===== src/design/assert_macros.svh =====
// Assertion macros shared by the servo trajectory RTL.
`ifndef ASSERT_MACROS_SVH
`define ASSERT_MACROS_SVH

// Condition holds at every clock edge outside reset.
`define SST_ASSERT_ALWAYS(label, cond, msg) \
  label: assert property (@(posedge clk) disable iff (rst) (cond)) \
    else $error(msg);

// Consequent holds in the same cycle as the antecedent.
`define SST_ASSERT_IMPL(label, ante, cons, msg) \
  label: assert property (@(posedge clk) disable iff (rst) (ante) |-> (cons)) \
    else $error(msg);

// Consequent holds in the cycle after the antecedent.
`define SST_ASSERT_NEXT(label, ante, cons, msg) \
  label: assert property (@(posedge clk) disable iff (rst) (ante) |=> (cons)) \
    else $error(msg);

`endif


===== src/design/sst_pkg.sv =====
// Shared types, codes and helper functions for the servo trajectory unit.
`timescale 1ns / 1ps

package sst_pkg;

  localparam int ANGLE_W     = 9;
  localparam int TARGET_W    = 10;
  localparam int DUR_W       = 16;
  localparam int PULSE_W     = 12;
  localparam int STATUS_W    = 2;
  localparam int CFG_IDX_W   = 3;
  localparam int CFG_DATA_W  = 16;
  localparam int NUM_AXES    = 3;
  localparam int PULSE_NUM_W = 20;

  typedef logic [ANGLE_W-1:0]         angle_t;
  typedef logic signed [TARGET_W-1:0] target_t;
  typedef logic [DUR_W-1:0]           dur_t;
  typedef logic [PULSE_W-1:0]         pulse_t;
  typedef logic [STATUS_W-1:0]        status_t;
  typedef logic [CFG_IDX_W-1:0]       cfg_idx_t;

  // status / done flags of a serial arithmetic unit
  typedef struct packed {
    logic busy;
    logic done;
  } unit_sts_t;

  localparam logic CMD_MOVE = 1'b0;
  localparam logic CMD_TICK = 1'b1;

  localparam status_t ST_ACCEPTED  = 2'd0;
  localparam status_t ST_BUSY      = 2'd1;
  localparam status_t ST_PULSES    = 2'd2;
  localparam status_t ST_IDLE_TICK = 2'd3;

  localparam cfg_idx_t CFG_ROLL_MIN  = 3'd0;
  localparam cfg_idx_t CFG_ROLL_MAX  = 3'd1;
  localparam cfg_idx_t CFG_PITCH_MIN = 3'd2;
  localparam cfg_idx_t CFG_PITCH_MAX = 3'd3;
  localparam cfg_idx_t CFG_YAW_MIN   = 3'd4;
  localparam cfg_idx_t CFG_YAW_MAX   = 3'd5;
  localparam cfg_idx_t CFG_DUR_MIN   = 3'd6;
  localparam cfg_idx_t CFG_DUR_MAX   = 3'd7;

  localparam angle_t RST_ROLL_MIN  = 9'd90;
  localparam angle_t RST_ROLL_MAX  = 9'd180;
  localparam angle_t RST_PITCH_MIN = 9'd10;
  localparam angle_t RST_PITCH_MAX = 9'd60;
  localparam angle_t RST_YAW_MIN   = 9'd90;
  localparam angle_t RST_YAW_MAX   = 9'd180;
  localparam dur_t   RST_DUR_MIN   = 16'd1000;
  localparam dur_t   RST_DUR_MAX   = 16'd10000;
  localparam dur_t   RST_DURATION  = 16'd1000;

  localparam angle_t RST_ROLL_HOME  = 9'd135;
  localparam angle_t RST_PITCH_HOME = 9'd60;
  localparam angle_t RST_YAW_HOME   = 9'd135;

  // pulse = (angle + 1) * 1800 / 271 + 600
  localparam logic [10:0] PULSE_SPAN = 11'd1800;
  localparam dur_t        PULSE_DIV  = 16'd271;
  localparam pulse_t      PULSE_BASE = 12'd600;

  function automatic angle_t clamp_angle(target_t t, angle_t lo, angle_t hi);
    logic signed [TARGET_W:0] v;
    logic signed [TARGET_W:0] l;
    logic signed [TARGET_W:0] h;
    v = {t[TARGET_W-1], t};
    l = {{(TARGET_W+1-ANGLE_W){1'b0}}, lo};
    h = {{(TARGET_W+1-ANGLE_W){1'b0}}, hi};
    if (v < l) v = l;
    if (v > h) v = h;
    return v[ANGLE_W-1:0];
  endfunction

  function automatic dur_t clamp_dur(dur_t v, dur_t lo, dur_t hi);
    dur_t r;
    r = v;
    if (r < lo) r = lo;
    if (r > hi) r = hi;
    return r;
  endfunction

endpackage


===== src/design/sst_mul.sv =====
// Bit-serial shift-add multiplier, one multiplier bit per cycle.
`timescale 1ns / 1ps

module sst_mul #(
  parameter int A_W = 17,
  parameter int B_W = 20
) (
  input  logic                   clk,
  input  logic                   rst,
  input  logic                   start,
  input  logic [A_W-1:0]         a,
  input  logic [B_W-1:0]         b,
  output logic [A_W+B_W-1:0]     p,
  output sst_pkg::unit_sts_t     sts
);
  import sst_pkg::*;

  localparam int C_W = $clog2(B_W + 1);

  logic [A_W-1:0] mcand;
  logic [A_W-1:0] hi;
  logic [B_W-1:0] lo;
  logic [C_W-1:0] cnt;
  logic [A_W:0]   sum;

  // add multiplicand into the upper half when the current multiplier bit is set
  assign sum = {1'b0, hi} + (lo[0] ? {1'b0, mcand} : '0);
  assign p   = {hi, lo};

  always_ff @(posedge clk) begin
    if (rst) begin
      sts <= '0;
      cnt <= '0;
    end else begin
      // done pulses for one cycle after the last step
      sts.done <= !start && sts.busy && (cnt == C_W'(1));
      if (start) begin
        mcand    <= a;
        hi       <= '0;
        lo       <= b;
        cnt      <= C_W'(B_W);
        sts.busy <= 1'b1;
      end else if (sts.busy) begin
        hi  <= sum[A_W:1];
        lo  <= {sum[0], lo[B_W-1:1]};
        cnt <= cnt - C_W'(1);
        if (cnt == C_W'(1)) begin
          sts.busy <= 1'b0;
        end
      end
    end
  end

endmodule


===== src/design/sst_div.sv =====
// Restoring divider, one quotient bit per cycle.
`timescale 1ns / 1ps

module sst_div #(
  parameter int Q_W = 20,
  parameter int D_W = 16
) (
  input  logic               clk,
  input  logic               rst,
  input  logic               start,
  input  logic [Q_W-1:0]     num,
  input  logic [D_W-1:0]     rem_init,
  input  logic [D_W-1:0]     den,
  output logic [Q_W-1:0]     q,
  output sst_pkg::unit_sts_t sts
);
  import sst_pkg::*;

  localparam int C_W = $clog2(Q_W + 1);

  logic [D_W-1:0] rem;
  logic [D_W-1:0] dvs;
  logic [Q_W-1:0] acc;
  logic [C_W-1:0] cnt;
  logic [D_W:0]   trial;
  logic [D_W:0]   diff;
  logic           fits;

  // dividend bits leave at the top of acc, quotient bits enter at the bottom
  assign trial = {rem, acc[Q_W-1]};
  assign diff  = trial - {1'b0, dvs};
  assign fits  = trial >= {1'b0, dvs};
  assign q     = acc;

  always_ff @(posedge clk) begin
    if (rst) begin
      sts <= '0;
      cnt <= '0;
    end else begin
      // done pulses for one cycle after the last step
      sts.done <= !start && sts.busy && (cnt == C_W'(1));
      if (start) begin
        rem      <= rem_init;
        dvs      <= den;
        acc      <= num;
        cnt      <= C_W'(Q_W);
        sts.busy <= 1'b1;
      end else if (sts.busy) begin
        rem <= fits ? diff[D_W-1:0] : trial[D_W-1:0];
        acc <= {acc[Q_W-2:0], fits};
        cnt <= cnt - C_W'(1);
        if (cnt == C_W'(1)) begin
          sts.busy <= 1'b0;
        end
      end
    end
  end

endmodule


===== src/design/smootherstep_servo_trajectory_unit.sv =====
// Top level: three-axis smootherstep servo trajectory generator.
//
// Channel  Handshake              Payload
// -------  ---------------------  ------------------------------------------------
// cmd      cmd_valid / cmd_stall  command, roll/pitch/yaw_target, move_duration_ms
// rsp      rsp_valid / rsp_stall  status, roll/pitch/yaw_pulse_us, motion_done,
//                                 roll/pitch/yaw_goal
// cfg      cfg_valid / cfg_ready  cfg_index, cfg_data (always ready)
//
// Move, refused move and idle tick: result registered in the cycle after the transaction.
// Pulse tick: computed on one shared bit-serial multiplier (six products) and one
//   restoring divider (four quotients).
// Reset restores config limits, home angles and duration; no clearing pass.
// One transaction in flight; cmd_stall stays high until the result register can
//   take the answer, and a stalled rsp holds its payload.
`timescale 1ns / 1ps
`include "assert_macros.svh"

module smootherstep_servo_trajectory_unit #(
  parameter int TICK_MS       = 10,
  parameter int FRACTION_BITS = 16
) (
  input  logic                  clk,
  input  logic                  rst,
  // command channel
  input  logic                  cmd_valid,
  output logic                  cmd_stall,
  input  logic                  command,
  input  sst_pkg::target_t      roll_target,
  input  sst_pkg::target_t      pitch_target,
  input  sst_pkg::target_t      yaw_target,
  input  sst_pkg::dur_t         move_duration_ms,
  // response channel
  output logic                  rsp_valid,
  input  logic                  rsp_stall,
  output sst_pkg::status_t      status,
  output sst_pkg::pulse_t       roll_pulse_us,
  output sst_pkg::pulse_t       pitch_pulse_us,
  output sst_pkg::pulse_t       yaw_pulse_us,
  output logic                  motion_done,
  output sst_pkg::angle_t       roll_goal,
  output sst_pkg::angle_t       pitch_goal,
  output sst_pkg::angle_t       yaw_goal,
  // config write channel
  input  logic                  cfg_valid,
  output logic                  cfg_ready,
  input  sst_pkg::cfg_idx_t     cfg_index,
  input  logic [sst_pkg::CFG_DATA_W-1:0] cfg_data
);
  import sst_pkg::*;

  localparam int F  = FRACTION_BITS;
  localparam int QW = (F > PULSE_NUM_W) ? F : PULSE_NUM_W;  // divider quotient width
  localparam int MA = F + 1;                                 // multiplicand width
  localparam int MB = F + 4;                                 // multiplier width
  localparam int MW = MA + MB;
  localparam int PW = F + 4;                                 // p polynomial width
  localparam int SW = F + 1;                                 // smootherstep, 0..1.0

  localparam logic [PW:0]   TEN_Q = (PW+1)'(64'd10 << F);
  localparam logic [F+4:0]  Q_ONE = (F+5)'(64'd1 << F);
  localparam logic [MW:0]   Q_M1  = (MW+1)'((64'd1 << F) - 64'd1);
  localparam logic [1:0]    LAST_AXIS = 2'(NUM_AXES - 1);

  localparam logic [2:0] S_IDLE = 3'd0;
  localparam logic [2:0] S_DIVX = 3'd1;  // x = elapsed / duration
  localparam logic [2:0] S_MXX  = 3'd2;  // x * x
  localparam logic [2:0] S_MX3  = 3'd3;  // x^2 * x
  localparam logic [2:0] S_MS   = 3'd4;  // x^3 * p
  localparam logic [2:0] S_MD   = 3'd5;  // s * |goal - start|, per axis
  localparam logic [2:0] S_DIVP = 3'd6;  // angle to pulse, per axis
  localparam logic [2:0] S_OUT  = 3'd7;

  // config registers
  angle_t roll_min_angle, roll_max_angle;
  angle_t pitch_min_angle, pitch_max_angle;
  angle_t yaw_min_angle, yaw_max_angle;
  dur_t   min_duration_ms, max_duration_ms;

  // motion state
  angle_t start_angle [NUM_AXES];
  angle_t goal_angle  [NUM_AXES];
  dur_t   duration;
  dur_t   elapsed;
  logic   moving;

  // tick working registers
  logic [2:0]    state;
  logic [1:0]    ax;
  logic [F-1:0]  x_q;
  logic [PW-1:0] p_q;
  logic [SW-1:0] s_q;
  pulse_t        pulse_q [NUM_AXES];

  // handshake
  logic slot_free;
  logic cmd_accept;
  logic rsp_load;

  // unit hookup
  logic            mul_start;
  logic [MA-1:0]   mul_a;
  logic [MB-1:0]   mul_b;
  logic [MW-1:0]   mul_p;
  unit_sts_t       mul_sts;
  logic            div_start;
  logic [QW-1:0]   div_num;
  dur_t            div_rem;
  dur_t            div_den;
  logic [QW-1:0]   div_q;
  unit_sts_t       div_sts;

  // datapath between unit results and registers
  angle_t          goal_clamp [NUM_AXES];
  dur_t            dur_clamp;
  logic [F-1:0]    x_new;
  logic [F-1:0]    x2_new;
  logic [F-1:0]    x3_new;
  logic [2*F+2:0]  six_xx;
  logic [PW:0]     p_new;
  logic [F+4:0]    s_full;
  logic [SW-1:0]   s_new;
  logic [1:0]      d_sel;
  angle_t          a0, a1, d_mag;
  logic            d_neg;
  logic [MW:0]     dec_sum;
  logic [F+5:0]    dec_full;
  logic [F+4:0]    inc_full;
  angle_t          angle_new;
  logic [ANGLE_W:0] ap1;
  logic [PULSE_NUM_W-1:0] pulse_num;
  pulse_t          pulse_val;
  logic [DUR_W:0]  el_sum;
  logic            tick_done;
  dur_t            el_sat;

  assign cfg_ready  = 1'b1;
  assign slot_free  = !rsp_valid || !rsp_stall;
  assign cmd_stall  = !(state == S_IDLE && slot_free);
  assign cmd_accept = cmd_valid && !cmd_stall;

  // result register loads: immediate answers, or the finished pulse tick
  assign rsp_load = (cmd_accept && (command == CMD_MOVE || !moving))
                  || (state == S_OUT && slot_free);

  // move: clamp targets and duration
  assign goal_clamp[0] = clamp_angle(roll_target,  roll_min_angle,  roll_max_angle);
  assign goal_clamp[1] = clamp_angle(pitch_target, pitch_min_angle, pitch_max_angle);
  assign goal_clamp[2] = clamp_angle(yaw_target,   yaw_min_angle,   yaw_max_angle);
  assign dur_clamp     = clamp_dur(move_duration_ms, min_duration_ms, max_duration_ms);

  // fraction of the move, Q0.F; elapsed < duration while moving so x < 1.0
  assign x_new  = div_q[QW-1 -: F];
  assign x2_new = mul_p[2*F-1:F];
  assign x3_new = mul_p[2*F-1:F];

  // p = 10 - 15x + 6x^2, the 6x^2 term floored once
  assign six_xx = {1'b0, mul_p[2*F-1:0], 2'b00} + {2'b00, mul_p[2*F-1:0], 1'b0};
  assign p_new  = TEN_Q + (PW+1)'(six_xx[2*F+2:F]) + (PW+1)'(x_q)
                - {1'b0, x_q, 4'b0000};

  // s = x^3 * p, limited to 1.0
  assign s_full = mul_p[MW-1:F];
  assign s_new  = (s_full > Q_ONE) ? Q_ONE[SW-1:0] : s_full[SW-1:0];

  // axis select: next axis while finishing the pulse division of this one
  assign d_sel = (state == S_DIVP) ? ax + 2'd1 : ax;

  always_comb begin
    case (d_sel)
      2'd1: begin
        a0 = start_angle[1];
        a1 = goal_angle[1];
      end
      2'd2: begin
        a0 = start_angle[2];
        a1 = goal_angle[2];
      end
      default: begin
        a0 = start_angle[0];
        a1 = goal_angle[0];
      end
    endcase
  end

  assign d_neg = a1 < a0;
  assign d_mag = d_neg ? a0 - a1 : a1 - a0;

  // blend: floor toward the goal going up, ceiling of the step going down
  assign inc_full = mul_p[MW-1:F];
  assign dec_sum  = {1'b0, mul_p} + Q_M1;
  assign dec_full = dec_sum[MW:F];

  always_comb begin
    if (!d_neg) begin
      angle_new = a0 + inc_full[ANGLE_W-1:0];
    end else if (dec_full > (F+6)'(a0)) begin
      angle_new = '0;
    end else begin
      angle_new = a0 - dec_full[ANGLE_W-1:0];
    end
  end

  assign ap1       = {1'b0, angle_new} + (ANGLE_W+1)'(1);
  assign pulse_num = PULSE_NUM_W'(ap1) * PULSE_NUM_W'(PULSE_SPAN);
  assign pulse_val = div_q[PULSE_W-1:0] + PULSE_BASE;

  // elapsed advance, saturating
  assign el_sum    = {1'b0, elapsed} + (DUR_W+1)'(TICK_MS);
  assign tick_done = el_sum >= {1'b0, duration};
  assign el_sat    = el_sum[DUR_W] ? '1 : el_sum[DUR_W-1:0];

  // unit launch and operand select
  always_comb begin
    mul_start = 1'b0;
    mul_a     = '0;
    mul_b     = '0;
    div_start = 1'b0;
    div_num   = '0;
    div_rem   = '0;
    div_den   = '0;
    case (state)
      S_IDLE: begin
        if (cmd_accept && command == CMD_TICK && moving) begin
          div_start = 1'b1;
          div_rem   = elapsed;
          div_den   = duration;
        end
      end
      S_DIVX: begin
        if (div_sts.done) begin
          mul_start = 1'b1;
          mul_a     = MA'(x_new);
          mul_b     = MB'(x_new);
        end
      end
      S_MXX: begin
        if (mul_sts.done) begin
          mul_start = 1'b1;
          mul_a     = MA'(x2_new);
          mul_b     = MB'(x_q);
        end
      end
      S_MX3: begin
        if (mul_sts.done) begin
          mul_start = 1'b1;
          mul_a     = MA'(x3_new);
          mul_b     = p_q;
        end
      end
      S_MS: begin
        if (mul_sts.done) begin
          mul_start = 1'b1;
          mul_a     = s_new;
          mul_b     = MB'(d_mag);
        end
      end
      S_MD: begin
        if (mul_sts.done) begin
          div_start = 1'b1;
          div_num   = QW'(pulse_num);
          div_den   = PULSE_DIV;
        end
      end
      S_DIVP: begin
        if (div_sts.done && ax != LAST_AXIS) begin
          mul_start = 1'b1;
          mul_a     = s_q;
          mul_b     = MB'(d_mag);
        end
      end
      default: begin
      end
    endcase
  end

  sst_mul #(
    .A_W (MA),
    .B_W (MB)
  ) u_mul (
    .clk   (clk),
    .rst   (rst),
    .start (mul_start),
    .a     (mul_a),
    .b     (mul_b),
    .p     (mul_p),
    .sts   (mul_sts)
  );

  sst_div #(
    .Q_W (QW),
    .D_W (DUR_W)
  ) u_div (
    .clk      (clk),
    .rst      (rst),
    .start    (div_start),
    .num      (div_num),
    .rem_init (div_rem),
    .den      (div_den),
    .q        (div_q),
    .sts      (div_sts)
  );

  // sequencer, state and result register
  always_ff @(posedge clk) begin
    if (rst) begin
      state           <= S_IDLE;
      ax              <= '0;
      rsp_valid       <= 1'b0;
      roll_min_angle  <= RST_ROLL_MIN;
      roll_max_angle  <= RST_ROLL_MAX;
      pitch_min_angle <= RST_PITCH_MIN;
      pitch_max_angle <= RST_PITCH_MAX;
      yaw_min_angle   <= RST_YAW_MIN;
      yaw_max_angle   <= RST_YAW_MAX;
      min_duration_ms <= RST_DUR_MIN;
      max_duration_ms <= RST_DUR_MAX;
      start_angle[0]  <= RST_ROLL_HOME;
      start_angle[1]  <= RST_PITCH_HOME;
      start_angle[2]  <= RST_YAW_HOME;
      goal_angle[0]   <= RST_ROLL_HOME;
      goal_angle[1]   <= RST_PITCH_HOME;
      goal_angle[2]   <= RST_YAW_HOME;
      duration        <= RST_DURATION;
      elapsed         <= '0;
      moving          <= 1'b0;
    end else begin
      if (cfg_valid && cfg_ready) begin
        case (cfg_index)
          CFG_ROLL_MIN:  roll_min_angle  <= cfg_data[ANGLE_W-1:0];
          CFG_ROLL_MAX:  roll_max_angle  <= cfg_data[ANGLE_W-1:0];
          CFG_PITCH_MIN: pitch_min_angle <= cfg_data[ANGLE_W-1:0];
          CFG_PITCH_MAX: pitch_max_angle <= cfg_data[ANGLE_W-1:0];
          CFG_YAW_MIN:   yaw_min_angle   <= cfg_data[ANGLE_W-1:0];
          CFG_YAW_MAX:   yaw_max_angle   <= cfg_data[ANGLE_W-1:0];
          CFG_DUR_MIN:   min_duration_ms <= cfg_data[DUR_W-1:0];
          CFG_DUR_MAX:   max_duration_ms <= cfg_data[DUR_W-1:0];
          default: begin
          end
        endcase
      end

      if (rsp_load) begin
        rsp_valid <= 1'b1;
      end else if (!rsp_stall) begin
        rsp_valid <= 1'b0;
      end

      case (state)
        S_IDLE: begin
          if (cmd_accept) begin
            if (command == CMD_MOVE) begin
              roll_pulse_us  <= '0;
              pitch_pulse_us <= '0;
              yaw_pulse_us   <= '0;
              motion_done    <= 1'b0;
              if (moving) begin
                status     <= ST_BUSY;
                roll_goal  <= goal_angle[0];
                pitch_goal <= goal_angle[1];
                yaw_goal   <= goal_angle[2];
              end else begin
                status        <= ST_ACCEPTED;
                roll_goal     <= goal_clamp[0];
                pitch_goal    <= goal_clamp[1];
                yaw_goal      <= goal_clamp[2];
                goal_angle[0] <= goal_clamp[0];
                goal_angle[1] <= goal_clamp[1];
                goal_angle[2] <= goal_clamp[2];
                duration      <= dur_clamp;
                elapsed       <= '0;
                // zero duration completes at once
                if (dur_clamp == '0) begin
                  start_angle[0] <= goal_clamp[0];
                  start_angle[1] <= goal_clamp[1];
                  start_angle[2] <= goal_clamp[2];
                  moving         <= 1'b0;
                end else begin
                  moving <= 1'b1;
                end
              end
            end else if (!moving) begin
              status         <= ST_IDLE_TICK;
              roll_pulse_us  <= '0;
              pitch_pulse_us <= '0;
              yaw_pulse_us   <= '0;
              motion_done    <= 1'b0;
              roll_goal      <= goal_angle[0];
              pitch_goal     <= goal_angle[1];
              yaw_goal       <= goal_angle[2];
            end else begin
              ax    <= '0;
              state <= S_DIVX;
            end
          end
        end
        S_DIVX: begin
          if (div_sts.done) begin
            x_q   <= x_new;
            state <= S_MXX;
          end
        end
        S_MXX: begin
          if (mul_sts.done) begin
            p_q   <= p_new[PW-1:0];
            state <= S_MX3;
          end
        end
        S_MX3: begin
          if (mul_sts.done) state <= S_MS;
        end
        S_MS: begin
          if (mul_sts.done) begin
            s_q   <= s_new;
            state <= S_MD;
          end
        end
        S_MD: begin
          if (mul_sts.done) state <= S_DIVP;
        end
        S_DIVP: begin
          if (div_sts.done) begin
            pulse_q[ax] <= pulse_val;
            if (ax == LAST_AXIS) begin
              state <= S_OUT;
            end else begin
              ax    <= ax + 2'd1;
              state <= S_MD;
            end
          end
        end
        S_OUT: begin
          if (slot_free) begin
            status         <= ST_PULSES;
            roll_pulse_us  <= pulse_q[0];
            pitch_pulse_us <= pulse_q[1];
            yaw_pulse_us   <= pulse_q[2];
            motion_done    <= tick_done;
            roll_goal      <= goal_angle[0];
            pitch_goal     <= goal_angle[1];
            yaw_goal       <= goal_angle[2];
            elapsed        <= el_sat;
            if (tick_done) begin
              start_angle[0] <= goal_angle[0];
              start_angle[1] <= goal_angle[1];
              start_angle[2] <= goal_angle[2];
              moving         <= 1'b0;
            end
            state <= S_IDLE;
          end
        end
        default: state <= S_IDLE;
      endcase
    end
  end

  `SST_ASSERT_ALWAYS(a_one_unit_busy, !(mul_sts.busy && div_sts.busy), "both units busy")
  `SST_ASSERT_IMPL(a_work_only_moving, state != S_IDLE, moving, "tick work without motion")
  `SST_ASSERT_IMPL(a_done_ends_motion, rsp_valid && motion_done, !moving, "done but moving")
  `SST_ASSERT_IMPL(a_quiet_pulses, rsp_valid && status != ST_PULSES, roll_pulse_us == '0 && pitch_pulse_us == '0 && yaw_pulse_us == '0 && !motion_done, "pulses on non-pulse result")
  `SST_ASSERT_NEXT(a_tick_launch, cmd_accept && command == CMD_TICK && moving, state == S_DIVX && div_sts.busy, "tick did not start divider")

endmodule

===== config.mk =====
export PLATFORM = sky130hd
export DESIGN_NAME = smootherstep_servo_trajectory_unit
export DESIGN_NICKNAME = d
export VERILOG_FILES = /design/src/design/sst_pkg.sv /design/src/design/sst_mul.sv /design/src/design/sst_div.sv /design/src/design/smootherstep_servo_trajectory_unit.sv
export VERILOG_INCLUDE_DIRS = /design/src /design/src/design
export SDC_FILE = /design/constraint.sdc
export NUM_CORES = 1
export LEC_CHECK = 0
export ABC_AREA = 0
export BUFFER_PORTS_ARGS = -buffer_cell sky130_fd_sc_hd__buf_2
export CAP_MARGIN = 5
export CORE_ASPECT_RATIO = 0.6
export CORE_MARGIN = 10
export CORE_UTILIZATION = 55
export CTS_CLUSTER_SIZE = 12
export DETAILED_ROUTE_END_ITERATION = 6
export PLACE_DENSITY = 0.73
export SETUP_SLACK_MARGIN = 0.3
export SYNTH_ARGS = -nofsm -noshare
export SYNTH_HDL_FRONTEND = slang
export SYNTH_HIERARCHICAL = 1
export SYNTH_SLANG_ARGS = --single-unit

===== constraint.sdc =====
create_clock -name clk -period 27.6 [get_ports clk]
set_clock_uncertainty 0.15 [all_clocks]
set_input_delay 0 -clock clk [delete_from_list [all_inputs] [get_ports clk]]
set_output_delay 0 -clock clk [all_outputs]
set_load 0.01 [all_outputs]

==> flow_summary.ini <==
[detailed_routing]
firstDrtPassIters = 7
post_drt_wl_per_cell_um = 22.21
drc = 0
drtIter0Drc = 3029
num_vias = 24150
drtAntennaViolNets = 0
routed_via_density = 6.102
routed_wl_mm = 87.91

[power]
p_int_uw = 1235
leakagePower_uw = 0.01393
seq_power_share = 0.449
power_uw = 1698
power_density_nw_per_um2 = 50.40
irDropWorstVdd_mv = 0.04394
p_switching_uw = 463.3
clkPwrFrac = 0.381
switching_share = 0.2728
combPwrFrac = 0.170

[worst_setup_path]
reg2reg_to = u_div/q[19]
cp_max_fo = 18
max_stage_delay_ns = 0.62
critPathLaunchType = flip-flop
worst_ep_arrival_time_ns = 10.75
r2r_slack_ns = 17.01
cp_common_cell = ha_1
reg2reg_depth = 40
required_ns = 27.76
end_kind = flip-flop
crit_type = flip-flop to flip-flop
crit_path_top_delay_cell = dfxtp_1
rr_startpoint = state[2]

[timing]
tightest_slew_ns = 1.322
period_needed_ns = 10.59
finalSetupTns_ns = 0
finalCritPeriodShare = 0.3835
max-slew-margin-rel = 0.1172
finalMaxSlewViolations = 0
finalHoldViolCount = 0
rsz0062_at_grt = no
fmax_ghz = 0.09447
finalSetupViolCount = 0

[floorplan]
die_w_um = 321.5
coreArea_sq_um = 54090
ioPinCount = 140
die-area_sq_um = 64590
dieHeight_um = 200.9
start_util = 0.5546
rows = 66

[grt]
grt_overflow = 0
antenna_found_initial = 1
grt_util_all_layers = 0.2640
grt_pass1_vias = 23400
grt_pass1_wl_mm = 135.4
grt_start_max_net_pins = 67

[synth]
synth.distinct_cells = 101
synth_xor_xnor_area_share = 0.03854
ys.flop_type = edfxtp_1
synth_seq_area_share = 0.4081
syn-instance-count = 3039
syn-cell-area_sq_um = 30000
synth-compound-area-share = 0.1493
synth_top_family_by_area = adder cells
synth.avg_cell_area_sq_um = 9.871
yosys.area_share.adder = 0.1495
synthSimpleGateAreaFrac = 0.1409
ys_ff_latch = 454
yosys_warnings = 6
synth_edf_count = 315
synth-async-reset-ratio = 0
synthMuxAreaShare = 0.05914

[clocking]
cts_buffers = 47
h-tree-depth = 2
cts_tree = done
cts_resized = 0
clk_pin_slew_ns = 0.06
cts_sinks = 454
cts-root-buf = clkbuf_16
clockBufferDepth = 3
clock_latency_ns = 0.58

[final_layout]
multi_input_area_sq_um = 16230
layout-drive-gt1-share = 0.1147
seq_area_sq_um = 12240
nNetsFinal = 3624
final_util = 0.6230
syn_to_final_growth_pct = 12.32
nFillCells = 4364

[placement]
gp_congestion = 0.9927
io_buffers = 138
place_hpwl_mm = 67.16

[outcome]
status = complete, no violations

[flow_run]
drv_cap = 0

[hold_path]
min_path_type = input pin to flip-flop
hold_depth = 4
min_to = goal_angle[0][9]
hp-start = pitch_target[0]
-- logic make-up (layout without fill, tap and decap cells) --
family	after synthesis	in the layout
and+or+nand+nor	874	874
DFF	454	454
AOI/OAI and AO/OA	651	651
other	2	5
adders and majority gates	341	341
muxes	166	166
xor gates and xnor gates	132	132
buffers and inverters	419	621
-- power groups by stage --
stage,Sequential [uW],Clock (uW),Combinational [uW]
6_report,762,648,289
5_1_grt,763,683,320
4_1_cts,761,657,285
3_5_place_dp,776,0,274
3_3_place_gp,775,0,269
2_1_floorplan,775,0,192
-- critical path: cells and delay by family (launching register included) --
family	cells	cell delay, ns
adders and majority gates	9	3.28
AOI/OAI and AO/OA	17	3.68
buffers and inverters	4	0.53
muxes	1	0.28
DFF	1	0.62
xor gates and xnor gates	1	0.16
and+or+nand+nor	8	1.61
-- worst max path at each step --
stage / from / end / slack, ns / depth (start not counted)
floorplan: state[0] / u_div/q[19] / 18.13 / 44
global placement: state[2] / u_div/q[19] / 17.54 / 40
detailed placement: state[2] / u_div/q[19] / 17.24 / 40
CTS: state[2] / u_div/q[19] / 17.14 / 40
global route: state[2] / u_div/q[19] / 16.21 / 39
finish: state[2] / u_div/q[19] / 17.01 / 40
-- cell type report --
type | instances | area share
Antenna cell | 1 | 0.00007426
Clock buffer | 72 | 0.04010
Clock inverter | 8 | 0.005013
Inverter | 293 | 0.03264
Multi-Input combinational cell | 2168 | 0.4817
Sequential cell | 454 | 0.3633
Tap cell | 714 | 0.02651
Timing Repair Buffer | 248 | 0.05065
-- metal layers --
metal / vias to the layer above / wire length [um] / global-route usage
met1: 11590 / 40910 / 0.3971
met5: - / 0 / 0
met4: 0 / 1691 / 0.05287
li1: 11200 / - / -
met2: 1234 / 33900 / 0.3561
met3: 127 / 11420 / 0.09291
-- state kept, by name, indices dropped and copies added (netlist names), 12 cells and up --
register,cells
roll_pulse_us,12
goal_angle,27
max_duration_ms,16
pitch_pulse_us,12
elapsed,16
duration,16
x_q,16
u_mul/lo,20
u_mul/hi,17
u_div/dvs,16
u_mul/mcand,17
pulse_q,36
u_div/q,20
start_angle,27
yaw_pulse_us,12
s_q,17
min_duration_ms,16
u_div/rem,16
p_q,20
-- cells in the final DEF (no fill, tap or decap), types with 26 or more instances in the layout --
cell type      netlist  layout
buf_4                3      35
a21oi_1            161     161
ha_1               312     312
nand4_1             28      28
nor2_1             199     196
fa_1                29      29
nand2_1            280     280
o21ai_0            127     126
nor3_1              66      61
edfxtp_1           315     315
clkbuf_16            0      48
mux2i_1             76      76
inv_1              292     292
nor4_1              26      26
buf_2                4     137
xor2_1              35      35
a211o_1             31      31
xnor2_1             97      97
nand3_1             42      41
a21o_1              55      55
dfxtp_1            139     139
mux2_2              83      83
dlygate4sd3_1        0      75
nand2b_1            30      30
nor2b_1             34      34
and2_1              89      89
-- cells in the mapped netlist (13+ instances only) --
cell type | count | area (sq um)
fa_1 | 29 | 580.6
nor2b_1 | 34 | 212.7
a21oi_1 | 161 | 805.8
a22oi_1 | 23 | 172.7
edfxtp_1 | 315 | 9459
o2bb2ai_1 | 15 | 131.4
xor2_1 | 35 | 306.5
nor4_1 | 26 | 162.7
nand3b_1 | 13 | 97.59
and2_1 | 89 | 556.8
o221ai_1 | 14 | 122.6
nand2b_1 | 30 | 187.7
a21o_1 | 55 | 412.9
a211o_1 | 31 | 271.5
mux2i_1 | 76 | 760.7
buf_1 | 13 | 48.80
a31oi_1 | 17 | 106.4
nor2_1 | 199 | 747.0
nor3_1 | 66 | 330.3
o21bai_1 | 21 | 157.7
a2bb2oi_1 | 14 | 122.6
nand3_1 | 42 | 210.2
a222oi_1 | 20 | 200.2
o21ai_0 | 127 | 635.6
nand4_1 | 28 | 175.2
and3_1 | 18 | 112.6
inv_1 | 292 | 1096
mux2_2 | 83 | 934.7
o21a_1 | 23 | 172.7
nand2_1 | 280 | 1051
or2_2 | 13 | 81.33
dfxtp_1 | 139 | 2783
xnor2_1 | 97 | 849.6
a211oi_1 | 18 | 135.1
clkbuf_1 | 94 | 352.8
ha_1 | 312 | 3904
-- per-stage QoR --
stage | setup WS, ns | cells | hold WS (ns) | instance area, sq um
6_report | 17.01 | 3958 | 0.02295 | 33700
5_1_grt | 16.21 | 3957 | 0.05614 | 33690
4_1_cts | 17.14 | 3956 | 0.01015 | 33690
3_5_place_dp | 17.24 | 3801 | 0.07749 | 31420
3_3_place_gp | 17.54 | 3801 | 0.08203 | 31420
2_1_floorplan | 18.13 | 3041 | -0.03216 | 30010
-- timing repair --
action / CTS / global route
hold buffers: 75 / 0
endpoints found under the hold margin: 198 / 0
setup buffers: 0 / 0
No activity file was read; power rests on OpenSTA's default activity.
